### src/sv/tqcs_pkg.sv
// Shared types and constants of the timestamp quorum clock synchronizer.
// Holds the stream item layouts, config register map, result codes and states.
// No dependencies; every other file of the block imports it.
package tqcs_pkg;

    localparam int DATA_W      = 32;
    localparam int KEY_W       = DATA_W + 1;
    localparam int CFG_IDX_W   = 3;
    localparam int IN_TDATA_W  = 72;
    localparam int OUT_TDATA_W = 168;

    // request kinds carried on s_tuser
    localparam logic [1:0] KIND_ADVERT  = 2'd0;
    localparam logic [1:0] KIND_MESSAGE = 2'd1;
    localparam logic [1:0] KIND_SYNC    = 2'd2;

    // sync result codes
    localparam logic [1:0] RES_NONE  = 2'd0;
    localparam logic [1:0] RES_CLOCK = 2'd1;
    localparam logic [1:0] RES_GPS   = 2'd2;

    // config register indexes
    localparam logic [CFG_IDX_W-1:0] CFG_VALID_MIN    = 3'd0;
    localparam logic [CFG_IDX_W-1:0] CFG_VALID_MAX    = 3'd1;
    localparam logic [CFG_IDX_W-1:0] CFG_JUMP_LIMIT   = 3'd2;
    localparam logic [CFG_IDX_W-1:0] CFG_CLUSTER_SPAN = 3'd3;
    localparam logic [CFG_IDX_W-1:0] CFG_DRIFT_LIMIT  = 3'd4;

    // config reset values
    localparam logic [DATA_W-1:0] RST_VALID_MIN    = 32'd0;
    localparam logic [DATA_W-1:0] RST_VALID_MAX    = 32'hFFFF_FFFF;
    localparam logic [DATA_W-1:0] RST_JUMP_LIMIT   = 32'd86400;
    localparam logic [DATA_W-1:0] RST_CLUSTER_SPAN = 32'd60;
    localparam logic [DATA_W-1:0] RST_DRIFT_LIMIT  = 32'd2;

    // quorum sizes and largest-cluster ceiling
    localparam int         QUORUM_UNSET = 3;
    localparam int         QUORUM_FULL  = 7;
    localparam logic [3:0] LARGEST_MAX  = 4'd15;

    // sort key of an empty slot, above every real sample
    localparam logic [KEY_W-1:0] KEY_EMPTY = {KEY_W{1'b1}};

    typedef struct packed {
        logic [DATA_W-1:0] valid_min;
        logic [DATA_W-1:0] valid_max;
        logic [DATA_W-1:0] jump_limit;
        logic [DATA_W-1:0] cluster_span;
        logic [DATA_W-1:0] drift_limit;
    } cfg_t;

    typedef struct packed {
        logic              lt;      // op_a < op_b
        logic              d_lt_c;  // (op_a - op_b) < op_c
        logic              d_le_c;  // (op_a - op_b) <= op_c
        logic [DATA_W-1:0] diff;    // op_a - op_b, low word
    } alu_res_t;

    typedef struct packed {
        logic [4:0]        pad;
        logic              gps_ready;
        logic              app_locked;
        logic              clock_reliable;
        logic [DATA_W-1:0] current_time;
        logic [DATA_W-1:0] sample_time;
    } in_item_t;

    typedef struct packed {
        logic              pad;
        logic [DATA_W-1:0] valid_total;
        logic [DATA_W-1:0] advert_total;
        logic [3:0]        best_cluster_seen;
        logic [DATA_W-1:0] sync_total;
        logic [DATA_W-1:0] adjustment;
        logic [DATA_W-1:0] new_time;
        logic [1:0]        sync_result;
        logic              accepted;
    } out_item_t;

    typedef enum logic [18:0] {
        ST_IDLE      = 19'h00001,
        ST_CHK_LO    = 19'h00002,
        ST_CHK_HI    = 19'h00004,
        ST_JMP_DIR   = 19'h00008,
        ST_JMP_CMP   = 19'h00010,
        ST_STORE     = 19'h00020,
        ST_SYNC_INIT = 19'h00040,
        ST_GATHER    = 19'h00080,
        ST_SORT      = 19'h00100,
        ST_COPY      = 19'h00200,
        ST_SCAN_RD   = 19'h00400,
        ST_SCAN_CMP  = 19'h00800,
        ST_SCAN_END  = 19'h01000,
        ST_MED_RD    = 19'h02000,
        ST_MED_DIR   = 19'h04000,
        ST_MED_DRIFT = 19'h08000,
        ST_MED_JUMP  = 19'h10000,
        ST_APPLY     = 19'h20000,
        ST_EMIT      = 19'h40000
    } state_t;

endpackage

### src/sv/tqcs_alu.sv
// Shared subtract and compare unit of the synchronizer sequencer.
// One wide subtract with borrow, then the difference compared to a limit.
// Depends on tqcs_pkg.
module tqcs_alu
    import tqcs_pkg::*;
(
    input  logic [KEY_W-1:0]  op_a,
    input  logic [KEY_W-1:0]  op_b,
    input  logic [DATA_W-1:0] op_c,
    output alu_res_t          res
);

    logic [KEY_W:0]    sub;
    logic [DATA_W-1:0] diff;
    logic              d_lt;

    // subtract with borrow out
    assign sub  = {1'b0, op_a} - {1'b0, op_b};
    assign diff = sub[DATA_W-1:0];

    // difference against the limit
    assign d_lt = diff < op_c;

    assign res.lt     = sub[KEY_W];
    assign res.diff   = diff;
    assign res.d_lt_c = d_lt;
    assign res.d_le_c = d_lt | (diff == op_c);

endmodule

### src/sv/tqcs_cfg.sv
// Configuration register file of the synchronizer.
// Takes requests on the config write channel; indexes past the map are dropped.
// Depends on tqcs_pkg.
module tqcs_cfg
    import tqcs_pkg::*;
(
    input  logic                 aclk,
    input  logic                 aresetn,
    input  logic                 cfg_valid,
    output logic                 cfg_ready,
    input  logic [CFG_IDX_W-1:0] cfg_index,
    input  logic [DATA_W-1:0]    cfg_data,
    output cfg_t                 cfg
);

    cfg_t cfg_reg;
    cfg_t cfg_next;

    assign cfg_ready = 1'b1;
    assign cfg       = cfg_reg;

    // register decode
    always_comb begin
        cfg_next = cfg_reg;
        if (cfg_valid) begin
            unique case (cfg_index)
                CFG_VALID_MIN:    cfg_next.valid_min    = cfg_data;
                CFG_VALID_MAX:    cfg_next.valid_max    = cfg_data;
                CFG_JUMP_LIMIT:   cfg_next.jump_limit   = cfg_data;
                CFG_CLUSTER_SPAN: cfg_next.cluster_span = cfg_data;
                CFG_DRIFT_LIMIT:  cfg_next.drift_limit  = cfg_data;
                default:          cfg_next = cfg_reg;
            endcase
        end
    end

    always_ff @(posedge aclk) begin
        if (!aresetn) begin
            cfg_reg.valid_min    <= RST_VALID_MIN;
            cfg_reg.valid_max    <= RST_VALID_MAX;
            cfg_reg.jump_limit   <= RST_JUMP_LIMIT;
            cfg_reg.cluster_span <= RST_CLUSTER_SPAN;
            cfg_reg.drift_limit  <= RST_DRIFT_LIMIT;
        end else begin
            cfg_reg <= cfg_next;
        end
    end

endmodule

### src/sv/timestamp_quorum_clock_sync_top.sv
// Top level of the timestamp quorum clock synchronizer: sequencer, sample ring,
// sort line and sorted sample memory around one shared subtract/compare unit.
// Depends on tqcs_pkg, tqcs_alu and tqcs_cfg.
//
//   channel   direction  handshake              payload
//   s_        in         s_tvalid / s_tready    s_tdata, s_tuser (kind)
//   m_        out        m_tvalid / m_tready    m_tdata
//   cfg_      in         cfg_valid / cfg_ready  cfg_index, cfg_data
//
// Path from the accepting edge to m_tvalid: an advert or message passes the
// bound checks and the ring write, a message with jump check also the jump
// states; a locked sync or unused kind goes straight to emit, a sync below
// quorum after the window setup; a full sync gathers, sorts, copies and scans.
// Reset is synchronous; the ring has no clearing pass, the fill count guards it.
// s_tready is high only when idle; a result held by m_tready stalls the next one.
module timestamp_quorum_clock_sync_top
    import tqcs_pkg::*;
#(
    parameter int RING_DEPTH   = 10,
    parameter int UNSET_WINDOW = 5
) (
    input  logic                   aclk,
    input  logic                   aresetn,
    input  logic                   s_tvalid,
    output logic                   s_tready,
    // sample_time, current_time, clock_reliable, app_locked, gps_ready, zero pad
    input  logic [IN_TDATA_W-1:0]  s_tdata,
    // kind
    input  logic [1:0]             s_tuser,
    output logic                   m_tvalid,
    input  logic                   m_tready,
    // accepted, sync_result, new_time, adjustment, sync_total,
    // best_cluster_seen, advert_total, valid_total, zero pad
    output logic [OUT_TDATA_W-1:0] m_tdata,
    input  logic                   cfg_valid,
    output logic                   cfg_ready,
    input  logic [CFG_IDX_W-1:0]   cfg_index,
    input  logic [DATA_W-1:0]      cfg_data
);

    localparam int SLOT_W    = $clog2(RING_DEPTH);
    localparam int CNT_W     = $clog2(RING_DEPTH + 1);
    localparam int CAP_UNSET = (UNSET_WINDOW < RING_DEPTH) ? UNSET_WINDOW : RING_DEPTH;
    localparam int CMP_W     = (CNT_W > 4) ? CNT_W : 4;

    localparam logic [CNT_W-1:0]  DEPTH_C     = CNT_W'(RING_DEPTH);
    localparam logic [CNT_W-1:0]  LAST_STEP   = CNT_W'(RING_DEPTH - 1);
    localparam logic [CNT_W-1:0]  LAST_PASS   = CNT_W'(RING_DEPTH - 2);
    localparam logic [CNT_W-1:0]  CAP_UNSET_C = CNT_W'(CAP_UNSET);
    localparam logic [CNT_W-1:0]  Q_UNSET_C   = CNT_W'(QUORUM_UNSET);
    localparam logic [CNT_W-1:0]  Q_FULL_C    = CNT_W'(QUORUM_FULL);
    localparam logic [SLOT_W-1:0] LAST_SLOT   = SLOT_W'(RING_DEPTH - 1);

    cfg_t     cfg;
    in_item_t in_item;
    alu_res_t alu;

    logic [KEY_W-1:0]  alu_a;
    logic [KEY_W-1:0]  alu_b;
    logic [DATA_W-1:0] alu_c;

    state_t state_reg, state_next;

    // request fields
    logic [1:0]        kind_reg, kind_next;
    logic [DATA_W-1:0] ts_reg, ts_next;
    logic [DATA_W-1:0] now_reg, now_next;
    logic              reliable_reg, reliable_next;
    logic              gps_reg, gps_next;

    // per-request working flags
    logic              ok_reg, ok_next;
    logic              swap_reg, swap_next;
    logic              unset_reg, unset_next;
    logic [CNT_W-1:0]  n_reg, n_next;
    logic [CNT_W-1:0]  quorum_reg, quorum_next;

    // persistent state
    logic [SLOT_W-1:0] slot_reg, slot_next;
    logic [CNT_W-1:0]  fill_reg, fill_next;
    logic [DATA_W-1:0] sync_cnt_reg, sync_cnt_next;
    logic [DATA_W-1:0] advert_cnt_reg, advert_cnt_next;
    logic [DATA_W-1:0] valid_cnt_reg, valid_cnt_next;
    logic [3:0]        largest_reg, largest_next;
    logic [DATA_W-1:0] last_adj_reg, last_adj_next;

    // result fields
    logic              accepted_reg, accepted_next;
    logic [1:0]        result_reg, result_next;
    logic [DATA_W-1:0] new_time_reg, new_time_next;
    logic [DATA_W-1:0] med_reg, med_next;

    // sequencing counters
    logic [CNT_W-1:0]  step_reg, step_next;
    logic [CNT_W-1:0]  pass_reg, pass_next;
    logic [SLOT_W-1:0] rd_addr_reg, rd_addr_next;
    logic [KEY_W-1:0]  carry_reg, carry_next;

    // sort line
    logic [KEY_W-1:0]  line_reg [RING_DEPTH];
    logic [KEY_W-1:0]  line_next [RING_DEPTH];
    logic              line_shift;
    logic [KEY_W-1:0]  line_tail;

    // cluster scan
    logic [CNT_W-1:0]  i_reg, i_next;
    logic [CNT_W-1:0]  e_reg, e_next;
    logic [CNT_W-1:0]  best_reg, best_next;
    logic [CNT_W-1:0]  start_reg, start_next;

    // memories
    logic [DATA_W-1:0] ring_mem [RING_DEPTH];
    logic [DATA_W-1:0] ring_rd_reg;
    logic              ring_we;
    logic [DATA_W-1:0] sorted_mem [RING_DEPTH];
    logic [DATA_W-1:0] rd_i_reg;
    logic [DATA_W-1:0] rd_e_reg;
    logic              sorted_we;
    logic [SLOT_W-1:0] rd_i_addr;
    logic [SLOT_W-1:0] rd_e_addr;

    // output register
    logic              m_tvalid_reg, m_tvalid_next;
    out_item_t         m_tdata_reg, m_tdata_next;

    // derived values
    logic              sync_unset;
    logic [CNT_W-1:0]  sync_cap;
    logic [CNT_W-1:0]  sync_quorum;
    logic [CNT_W-1:0]  run_len;
    logic [CNT_W-1:0]  med_idx;
    logic [CMP_W-1:0]  best_wide;
    logic [CMP_W-1:0]  largest_wide;

    tqcs_cfg u_cfg (
        .aclk      (aclk),
        .aresetn   (aresetn),
        .cfg_valid (cfg_valid),
        .cfg_ready (cfg_ready),
        .cfg_index (cfg_index),
        .cfg_data  (cfg_data),
        .cfg       (cfg)
    );

    tqcs_alu u_alu (
        .op_a (alu_a),
        .op_b (alu_b),
        .op_c (alu_c),
        .res  (alu)
    );

    assign in_item  = s_tdata;
    assign s_tready = (state_reg == ST_IDLE);
    assign m_tvalid = m_tvalid_reg;
    assign m_tdata  = m_tdata_reg;

    // sync mode selection
    assign sync_unset  = !reliable_reg && (sync_cnt_reg == '0);
    assign sync_cap    = sync_unset ? CAP_UNSET_C : DEPTH_C;
    assign sync_quorum = sync_unset ? Q_UNSET_C : Q_FULL_C;

    // cluster bookkeeping
    assign run_len      = e_reg - i_reg;
    assign med_idx      = start_reg + (best_reg >> 1);
    assign best_wide    = CMP_W'(best_reg);
    assign largest_wide = CMP_W'(largest_reg);

    // sequencer
    always_comb begin
        state_next      = state_reg;
        kind_next       = kind_reg;
        ts_next         = ts_reg;
        now_next        = now_reg;
        reliable_next   = reliable_reg;
        gps_next        = gps_reg;
        ok_next         = ok_reg;
        swap_next       = swap_reg;
        unset_next      = unset_reg;
        n_next          = n_reg;
        quorum_next     = quorum_reg;
        slot_next       = slot_reg;
        fill_next       = fill_reg;
        sync_cnt_next   = sync_cnt_reg;
        advert_cnt_next = advert_cnt_reg;
        valid_cnt_next  = valid_cnt_reg;
        largest_next    = largest_reg;
        last_adj_next   = last_adj_reg;
        accepted_next   = accepted_reg;
        result_next     = result_reg;
        new_time_next   = new_time_reg;
        med_next        = med_reg;
        step_next       = step_reg;
        pass_next       = pass_reg;
        rd_addr_next    = rd_addr_reg;
        carry_next      = carry_reg;
        i_next          = i_reg;
        e_next          = e_reg;
        best_next       = best_reg;
        start_next      = start_reg;
        m_tvalid_next   = m_tvalid_reg;
        m_tdata_next    = m_tdata_reg;
        alu_a           = '0;
        alu_b           = '0;
        alu_c           = '0;
        line_shift      = 1'b0;
        line_tail       = line_reg[0];
        ring_we         = 1'b0;
        sorted_we       = 1'b0;
        rd_i_addr       = i_reg[SLOT_W-1:0];
        rd_e_addr       = (e_reg < n_reg) ? e_reg[SLOT_W-1:0] : '0;

        // result taken downstream
        if (m_tvalid_reg && m_tready) begin
            m_tvalid_next = 1'b0;
        end

        unique case (state_reg)
            ST_IDLE: begin
                if (s_tvalid) begin
                    kind_next     = s_tuser;
                    ts_next       = in_item.sample_time;
                    now_next      = in_item.current_time;
                    reliable_next = in_item.clock_reliable;
                    gps_next      = in_item.gps_ready;
                    ok_next       = 1'b1;
                    accepted_next = 1'b0;
                    result_next   = RES_NONE;
                    new_time_next = '0;
                    if (s_tuser == KIND_ADVERT || s_tuser == KIND_MESSAGE) begin
                        state_next = ST_CHK_LO;
                    end else if (s_tuser == KIND_SYNC && !in_item.app_locked) begin
                        state_next = ST_SYNC_INIT;
                    end else begin
                        state_next = ST_EMIT;
                    end
                end
            end

            // lower bound: min < ts
            ST_CHK_LO: begin
                alu_a   = {1'b0, cfg.valid_min};
                alu_b   = {1'b0, ts_reg};
                ok_next = alu.lt;
                if (kind_reg == KIND_ADVERT) begin
                    advert_cnt_next = advert_cnt_reg + 1'b1;
                end
                state_next = ST_CHK_HI;
            end

            // upper bound: ts < max
            ST_CHK_HI: begin
                alu_a   = {1'b0, ts_reg};
                alu_b   = {1'b0, cfg.valid_max};
                ok_next = ok_reg & alu.lt;
                if (kind_reg == KIND_MESSAGE && sync_cnt_reg != '0) begin
                    state_next = ST_JMP_DIR;
                end else begin
                    state_next = ST_STORE;
                end
            end

            // message jump check, order the operands first
            ST_JMP_DIR: begin
                alu_a      = {1'b0, ts_reg};
                alu_b      = {1'b0, now_reg};
                swap_next  = alu.lt;
                state_next = ST_JMP_CMP;
            end

            ST_JMP_CMP: begin
                alu_a      = {1'b0, swap_reg ? now_reg : ts_reg};
                alu_b      = {1'b0, swap_reg ? ts_reg : now_reg};
                alu_c      = cfg.jump_limit;
                ok_next    = ok_reg & alu.d_lt_c;
                state_next = ST_STORE;
            end

            // ring write
            ST_STORE: begin
                if (ok_reg) begin
                    ring_we       = 1'b1;
                    slot_next     = (slot_reg == LAST_SLOT) ? '0 : slot_reg + 1'b1;
                    fill_next     = (fill_reg == DEPTH_C) ? fill_reg : fill_reg + 1'b1;
                    accepted_next = 1'b1;
                    if (kind_reg == KIND_ADVERT) begin
                        valid_cnt_next = valid_cnt_reg + 1'b1;
                    end
                end
                state_next = ST_EMIT;
            end

            // window size and quorum
            ST_SYNC_INIT: begin
                unset_next   = sync_unset;
                quorum_next  = sync_quorum;
                n_next       = (fill_reg < sync_cap) ? fill_reg : sync_cap;
                step_next    = '0;
                rd_addr_next = (slot_reg == '0) ? LAST_SLOT : slot_reg - 1'b1;
                if (fill_reg < sync_quorum) begin
                    state_next = ST_EMIT;
                end else begin
                    state_next = ST_GATHER;
                end
            end

            // newest first out of the ring into the sort line
            ST_GATHER: begin
                rd_addr_next = (rd_addr_reg == '0) ? LAST_SLOT : rd_addr_reg - 1'b1;
                if (step_reg != '0) begin
                    line_shift = 1'b1;
                    line_tail  = (step_reg <= n_reg) ? {1'b0, ring_rd_reg} : KEY_EMPTY;
                end
                if (step_reg == DEPTH_C) begin
                    step_next  = '0;
                    pass_next  = '0;
                    state_next = ST_SORT;
                end else begin
                    step_next = step_reg + 1'b1;
                end
            end

            // bubble passes over the line, each moves the largest key to the tail
            ST_SORT: begin
                alu_a      = carry_reg;
                alu_b      = line_reg[0];
                line_shift = 1'b1;
                if (step_reg == '0) begin
                    carry_next = line_reg[0];
                    line_tail  = line_reg[0];
                end else if (step_reg == DEPTH_C) begin
                    line_tail = carry_reg;
                end else begin
                    line_tail  = alu.lt ? carry_reg : line_reg[0];
                    carry_next = alu.lt ? line_reg[0] : carry_reg;
                end
                if (step_reg == DEPTH_C) begin
                    step_next = '0;
                    if (pass_reg == LAST_PASS) begin
                        state_next = ST_COPY;
                    end else begin
                        pass_next = pass_reg + 1'b1;
                    end
                end else begin
                    step_next = step_reg + 1'b1;
                end
            end

            // sorted line into the scan memory
            ST_COPY: begin
                sorted_we  = 1'b1;
                line_shift = 1'b1;
                if (step_reg == LAST_STEP) begin
                    i_next     = '0;
                    e_next     = '0;
                    best_next  = '0;
                    start_next = '0;
                    state_next = ST_SCAN_RD;
                end else begin
                    step_next = step_reg + 1'b1;
                end
            end

            ST_SCAN_RD: begin
                state_next = ST_SCAN_CMP;
            end

            // two-pointer cluster search
            ST_SCAN_CMP: begin
                alu_a = {1'b0, rd_e_reg};
                alu_b = {1'b0, rd_i_reg};
                alu_c = cfg.cluster_span;
                if (e_reg < n_reg && alu.d_le_c) begin
                    e_next     = e_reg + 1'b1;
                    state_next = ST_SCAN_RD;
                end else begin
                    if (run_len > best_reg) begin
                        best_next  = run_len;
                        start_next = i_reg;
                    end
                    if (i_reg + 1'b1 < n_reg) begin
                        i_next     = i_reg + 1'b1;
                        state_next = ST_SCAN_RD;
                    end else begin
                        state_next = ST_SCAN_END;
                    end
                end
            end

            ST_SCAN_END: begin
                if (best_wide > largest_wide) begin
                    largest_next = (best_wide > CMP_W'(LARGEST_MAX)) ?
                                   LARGEST_MAX : best_wide[3:0];
                end
                if (best_reg < quorum_reg) begin
                    state_next = ST_EMIT;
                end else begin
                    state_next = ST_MED_RD;
                end
            end

            ST_MED_RD: begin
                rd_i_addr  = med_idx[SLOT_W-1:0];
                state_next = ST_MED_DIR;
            end

            // median against current time
            ST_MED_DIR: begin
                med_next  = rd_i_reg;
                alu_a     = {1'b0, rd_i_reg};
                alu_b     = {1'b0, now_reg};
                swap_next = alu.lt;
                if (unset_reg) begin
                    state_next = ST_APPLY;
                end else begin
                    state_next = ST_MED_DRIFT;
                end
            end

            ST_MED_DRIFT: begin
                alu_a = {1'b0, swap_reg ? now_reg : med_reg};
                alu_b = {1'b0, swap_reg ? med_reg : now_reg};
                alu_c = cfg.drift_limit;
                if (alu.d_le_c) begin
                    state_next = ST_EMIT;
                end else begin
                    state_next = ST_MED_JUMP;
                end
            end

            ST_MED_JUMP: begin
                alu_a = {1'b0, swap_reg ? now_reg : med_reg};
                alu_b = {1'b0, swap_reg ? med_reg : now_reg};
                alu_c = cfg.jump_limit;
                if (alu.d_lt_c) begin
                    state_next = ST_APPLY;
                end else begin
                    state_next = ST_EMIT;
                end
            end

            // commit the correction
            ST_APPLY: begin
                alu_a         = {1'b0, med_reg};
                alu_b         = {1'b0, now_reg};
                last_adj_next = alu.diff;
                sync_cnt_next = sync_cnt_reg + 1'b1;
                result_next   = gps_reg ? RES_GPS : RES_CLOCK;
                new_time_next = gps_reg ? '0 : med_reg;
                state_next    = ST_EMIT;
            end

            // load the output register once it is free
            ST_EMIT: begin
                if (!m_tvalid_reg || m_tready) begin
                    m_tvalid_next                  = 1'b1;
                    m_tdata_next.pad               = 1'b0;
                    m_tdata_next.valid_total       = valid_cnt_reg;
                    m_tdata_next.advert_total      = advert_cnt_reg;
                    m_tdata_next.best_cluster_seen = largest_reg;
                    m_tdata_next.sync_total        = sync_cnt_reg;
                    m_tdata_next.adjustment        = last_adj_reg;
                    m_tdata_next.new_time          = new_time_reg;
                    m_tdata_next.sync_result       = result_reg;
                    m_tdata_next.accepted          = accepted_reg;
                    state_next                     = ST_IDLE;
                end
            end

            default: begin
                state_next = ST_IDLE;
            end
        endcase
    end

    // sort line shift
    always_comb begin
        for (int k = 0; k < RING_DEPTH; k++) begin
            line_next[k] = line_reg[k];
        end
        if (line_shift) begin
            for (int k = 0; k < RING_DEPTH - 1; k++) begin
                line_next[k] = line_reg[k + 1];
            end
            line_next[RING_DEPTH-1] = line_tail;
        end
    end

    // control state and counters
    always_ff @(posedge aclk) begin
        if (!aresetn) begin
            state_reg      <= ST_IDLE;
            m_tvalid_reg   <= 1'b0;
            slot_reg       <= '0;
            fill_reg       <= '0;
            sync_cnt_reg   <= '0;
            advert_cnt_reg <= '0;
            valid_cnt_reg  <= '0;
            largest_reg    <= '0;
            last_adj_reg   <= '0;
            rd_addr_reg    <= '0;
        end else begin
            state_reg      <= state_next;
            m_tvalid_reg   <= m_tvalid_next;
            slot_reg       <= slot_next;
            fill_reg       <= fill_next;
            sync_cnt_reg   <= sync_cnt_next;
            advert_cnt_reg <= advert_cnt_next;
            valid_cnt_reg  <= valid_cnt_next;
            largest_reg    <= largest_next;
            last_adj_reg   <= last_adj_next;
            rd_addr_reg    <= rd_addr_next;
        end
    end

    // working and payload registers
    always_ff @(posedge aclk) begin
        kind_reg     <= kind_next;
        ts_reg       <= ts_next;
        now_reg      <= now_next;
        reliable_reg <= reliable_next;
        gps_reg      <= gps_next;
        ok_reg       <= ok_next;
        swap_reg     <= swap_next;
        unset_reg    <= unset_next;
        n_reg        <= n_next;
        quorum_reg   <= quorum_next;
        accepted_reg <= accepted_next;
        result_reg   <= result_next;
        new_time_reg <= new_time_next;
        med_reg      <= med_next;
        step_reg     <= step_next;
        pass_reg     <= pass_next;
        carry_reg    <= carry_next;
        i_reg        <= i_next;
        e_reg        <= e_next;
        best_reg     <= best_next;
        start_reg    <= start_next;
        m_tdata_reg  <= m_tdata_next;
        for (int k = 0; k < RING_DEPTH; k++) begin
            line_reg[k] <= line_next[k];
        end
    end

    // sample ring, one write and one registered read
    always_ff @(posedge aclk) begin
        if (ring_we) begin
            ring_mem[slot_reg] <= ts_reg;
        end
        ring_rd_reg <= ring_mem[rd_addr_reg];
    end

    // sorted samples, one write and two registered reads
    always_ff @(posedge aclk) begin
        if (sorted_we) begin
            sorted_mem[step_reg[SLOT_W-1:0]] <= line_reg[0][DATA_W-1:0];
        end
        rd_i_reg <= sorted_mem[rd_i_addr];
        rd_e_reg <= sorted_mem[rd_e_addr];
    end

endmodule
### config.mk
export PLATFORM = sky130hd
export DESIGN_NAME = timestamp_quorum_clock_sync_top
export DESIGN_NICKNAME = d
export VERILOG_FILES = /design/src/sv/tqcs_pkg.sv /design/src/sv/tqcs_alu.sv /design/src/sv/tqcs_cfg.sv /design/src/sv/timestamp_quorum_clock_sync_top.sv
export SDC_FILE = /design/constraint.sdc
export NUM_CORES = 2
export LEC_CHECK = 0
export CAP_MARGIN = 0
export CORE_MARGIN = 2
export CORE_UTILIZATION = 60
export CTS_BUF_LIST = sky130_fd_sc_hd__clkbuf_8
export DETAILED_ROUTE_END_ITERATION = 6
export DONT_BUFFER_PORTS = 1
export GPL_TIMING_DRIVEN = 0
export PLACE_DENSITY = 0.9
export SLEW_MARGIN = 15
export SYNTH_ARGS = -nofsm -noshare
export SYNTH_HDL_FRONTEND = slang
export SYNTH_HIERARCHICAL = 1
export SYNTH_SLANG_ARGS = --single-unit
export TNS_END_PERCENT = 1
### constraint.sdc
create_clock -name aclk -period 12.51 [get_ports aclk]
set_input_delay 1.251 -clock aclk [delete_from_list [all_inputs] [get_ports aclk]]
set_output_delay 1.251 -clock aclk [all_outputs]
set_load 0.005 [all_outputs]
---- After elaboration in Yosys (flattened, before gate mapping) ----
Memory sizes are Yosys's and may differ from the RTL's. A register that Yosys moved wholly into a read port is not among the register bits.
Cells that the tools add are included.
operators by class
  $add $sub $neg .......................... 14
  reduce and logical (&&, ||, !) cells .... 57
  $lt $le $gt $ge ......................... 10
  eq/ne operators ......................... 46
  mux-type cells .......................... 86
  bitwise operators ....................... 4
operators with widths
  cell                     number
  $pmux W19 S18            1
  $mux W330                1
  $mux W33                 8
  $pmux W33 S8             1
  $pmux W33 S7             1
  $mux W19                 12
  $mux W32                 6
  $add A32 B1 Y32 const B  3
  $pmux W32 S3             1
  $mux W4                  21
  $pmux W33 S2             1
  $pmux W32 S2             1
  $pmux W4 S2              6
  $sub A33 B33 Y34         1
  $eq A32 B32 Y1           1
  $logic_not A32 Y1        1
  $lt A32 B32 Y1           1
  $reduce_bool A32 Y1      1
  $mux W13                 2
  $ne A2 B2 Y1 const B     13
  $reduce_and A2 Y1        13
  $add A4 B1 Y4 const B    6
  $eq A4 B4 Y1 const B     5
  $eq A19 B1 Y1 const B    1
  58 further kinds         109
storage, ports and cells
  word-level logic and storage cells ...... 264
  bits in writable memories ............... 970
  register bits after elaboration ......... 694
  bits of input ports ..................... 114
  output and inout port bits .............. 171
  memories ................................ 3
memory list
  memory      depth  bits a word  read ports  clocked after memory_dff  write ports  line                                    source
  line_reg    10     33           10          0                         10           timestamp_quorum_clock_sync_top.sv:100  logic [KEY_W-1:0] line_reg [RING_DEPTH];
  ring_mem    10     32           1           1                         1            timestamp_quorum_clock_sync_top.sv:112  logic [DATA_W-1:0] ring_mem [RING_DEPTH];
  sorted_mem  10     32           2           2                         1            timestamp_quorum_clock_sync_top.sv:115  logic [DATA_W-1:0] sorted_mem [RING_DEPTH];

---- Depth between registers and ports, before layout ----
  depth in word-level cells ............... 9
  mapped depth ............................ 33
  gate-level depth less buffers ........... 28

---- By module ----
Netlist, hierarchy kept.
modules (own cells, without submodules)
  module                           times used  area each (um2)  cells an instance  seq. area each (um2)
  timestamp_quorum_clock_sync_top  1           63,453.4         4,246              45,353.5
  tqcs_cfg                         1           6,157.2          594                3,203.1
  tqcs_alu                         1           2,656.3          378                0.0

---- Worst setup path after synthesis ----
OpenSTA, ideal clock, no wires.
  path type ............................... register to register
  start ................................... register step_reg[0] (netlist name)
  end ..................................... memory line_reg[0][0] (netlist name) (enable)
  arrival time ............................ 8.590 ns
  clock period less this slack ............ 11.856 ns
  required time ........................... 9.244 ns
  path slack .............................. 0.654 ns
  path buffers ............................ 2
  cell stages (with the launch flop) ...... 8
  library setup time ...................... 3.266 ns
  cells stage by stage .................... edfxtp_1 inv_1 ha_1 nand2_1 clkbuf_1 clkbuf_1 nand2_1 nand3_1
RTL lines
  item              line
  end: declaration  timestamp_quorum_clock_sync_top.sv:100

==> results.yml <==
timing:
  hold_ws_ps: 301
  fmax_mhz: 103
  tightest_slew_ps: 1410
  setup-violations-final: 0
  setup_tns_ps: 0
  rsz0062_at_grt: "no"
  fin_skew_ps: 86.6
  maxSlewHeadroom_pct: 5.98
  hold_viol: 0
  min_period_ps: 9750
  period_share_pct: 77.9
  final_max_slew_viol_count: 0
clocking:
  cts_max_level: 5
  clock_latency_ps: 1050
  cts_hold_buf: 0
  clk_pin_slew_ps: 60
  numCtsBuffers: 287
  cts_max_path_buffers: 4
  root_buffer: "clkbuf_8"
  clock_sinks: 1757
  cts_tree: "yes"
  cts_setup_buffers: 0
  cts_resized: 0
placement:
  routabilityCongestion: 1.06
  post-dp-hpwl_um: 165000
  port_buffers: 0
  numPlacedInstances: 6884
critical_path:
  crit_arrival_ps: 10370
  timing.rr.start: "state_reg[8]"
  r2r_cells: 24
  r2r_slack_ps: 2760
  cp-end-kind: "flip-flop"
  required_ps: 13130
  path_class: "reg2reg"
  crit_fanout: 10
  r2r_end: "start_reg[1]"
  cp-start-kind: "flip-flop"
floorplan:
  io_pins: 285
  die_h_um: 351
  coreArea_um2: 120000
  num_rows: 127
  start_util_pct: 60.4
  fp.dieArea_um2: 123000
  dieWidth_um: 351
pwr:
  peakVddDrop_v: 0.000156
  leakage_nw: 29.0
  pwr-share-clk_pct: 40.0
  fin_total_pwr_w: 0.0120
  p_seq_share_pct: 54.1
  combPwrFrac_pct: 5.9
  p_sw_w: 0.00289
  swShare_pct: 24.1
  p_int_w: 0.00908
  pwr_density_cell_nw_per_um2: 148
yosys:
  ys.warnings.count: 6
  syn_area_per_cell_um2: 13.8
  synth_edf_count: 1337
  netlist_area_um2: 72300
  synth-async-reset-ratio_pct: 0
  ys.flop_type: "edfxtp_1"
  syn_nets: 5444
  ys_seq_area_share_pct: 67.2
  netlist_instances: 5218
  ys_ff_latch: 1757
  yosysUniqueCellTypes: 101
routing:
  dr_total_vias: 50154
  wl_per_cell_um: 31.6
  first_pass_iters: 7
  drc: 19
  drt_iter0_drc: 9082
  wl_um: 234000
  routed_via_density: 6.78
  antenna_left: 0
final_layout:
  area_growth_pct: 11.7
  nets: 5787
  drive_above_1_share_pct: 13.5
  largest_reg_flops: 330
  fin_util_pct: 67.5
  final_cells: 7393
flow_run:
  max_cap_viol_count: 0
global_route:
  grt_pass1_vias: 48829
  antenna_found_initial: 17
  grtUsageTotal_pct: 37.5
  grt_max_degree: 63
  grt_pass1_wl_um: 329000
  overflow: 0
worst_hold_path:
  hp-start: "s_tdata[23]"
  min_to: "ts_reg[23]"
  whs_path_depth: 0
  worst_hold_path_type: "in2reg"
status:
  violations: "DRC"
  status: "finished with violations"
[metrics by stage]
step                      area [um2]  setup WS [ps]
after global routing           80700           2670
after floorplan                72300            654
after CTS                      80700           3300
after detailed placement       75300           3340
final                          80700           2760
after global placement         74300          -3810
[cell usage after synthesis, types with 59 or more instances]
cell type	count	area share (%)
edfxtp_1	1337	56
nand2_1	538	2.8
dfxtp_1	420	12
mux2i_1	292	4.0
a21oi_1	246	1.7
inv_1	210	1.1
clkbuf_1	189	0.98
nor2_1	152	0.79
nor2b_1	121	1.0
ha_1	109	1.9
a222oi_1	100	1.4
and2_1	90	0.78
mux2_2	90	1.4
nand4_1	75	0.65
a211oi_1	74	0.77
buf_2	73	0.51
o21ai_0	67	0.46
mux4_2	65	2.0
nor3_1	63	0.44
a22oi_1	59	0.61
xnor2_1	59	0.72
xor2_1	59	0.72
[logic make-up after synthesis]
kind of cell | Yosys count | share of synthesized area (%)
flops | 1757 | 67.2
mux | 456 | 7.61
simple gates | 1279 | 8.87
buf+inv | 519 | 3.03
other cells | 2 | 0.0104
fa+ha+maj | 112 | 1.97
compound gates | 975 | 9.89
xor+xnor | 118 | 1.43
[worst max-delay path, stage by stage (launching register included)]
cell and delay [ps]:
dfxtp_1 360, nor4_4 540, nand3_1 260, nor4b_2 1010, clkbuf_1 750, clkbuf_1 640, a222oi_1 210, o211ai_1 220
inv_1 70, ha_1 370, a21o_1 220, nor2b_1 90, a2111oi_2 510, o21ai_1 260, a21oi_2 300, a31oi_1 140
xnor2_1 400, ha_1 220, nand4_1 170, nor4_1 780, a221oi_2 300, a41o_1 520, nand3_1 190, o21ai_1 130
a21oi_1 660
[final cells by class]
cell class	count	area, um2
repair buffers	54	916
flip-flops and latches	1757	48600
inverters	211	795
multi-input cells	2942	21600
clock inverters	181	1010
fillers	7745	38900
well taps	1612	2020
plain buffers	308	1400
diodes	11	27.5
clock buffers	317	4360
[worst max-delay path by stage]
stage / startpoint / to / cells after the start
2_1_floorplan: step_reg[0] / line_reg[0][0] / 7
3_3_place_gp: step_reg[0] / line_reg[9][2] / 7
3_5_place_dp: state_reg[18] / start_reg[3] / 24
4_1_cts: state_reg[8] / start_reg[3] / 24
5_1_grt: state_reg[8] / start_reg[1] / 24
6_report: state_reg[8] / start_reg[1] / 24
[power by group through the flow]
stage / combinational, W / clock [W] / sequential (W)
after floorplan: 0.000437 / 0 / 0.00650
after global placement: 0.000642 / 0 / 0.00658
after detailed placement: 0.000668 / 0 / 0.00658
after CTS: 0.000677 / 0.00481 / 0.00646
after global routing: 0.000744 / 0.00504 / 0.00647
final: 0.000706 / 0.00479 / 0.00647
[cell usage in the layout, fill, tap and decap left out, types with 40 or more instances in the layout]
master and n:
a221o_1 40, nand3_1 53, buf_2 76, o21ai_0 67, mux2_2 90, xnor2_1 59
clkbuf_8 317, a21oi_1 246, a211oi_1 73, dfxtp_1 420, ha_1 109, nor2_1 146
and2_1 90, nor2b_1 120, mux2i_1 292, nand2_1 537, a22oi_1 59, clkinv_1 46
a222oi_1 100, inv_1 296, nand4_1 75, edfxtp_1 1337, o21a_1 47, clkbuf_1 188
xor2_1 59, mux4_2 65, nor3_1 59
[metal layers]
metal	global-route usage, %	part of all wire [%]	vias up
li1	-	-	20600
met1	46.2	34	24267
met2	55.6	44	4277
met3	12.6	14	1000
met4	26.7	8.2	10
met5	0	0.025	-
No activity file was read; power rests on OpenSTA's default activity.
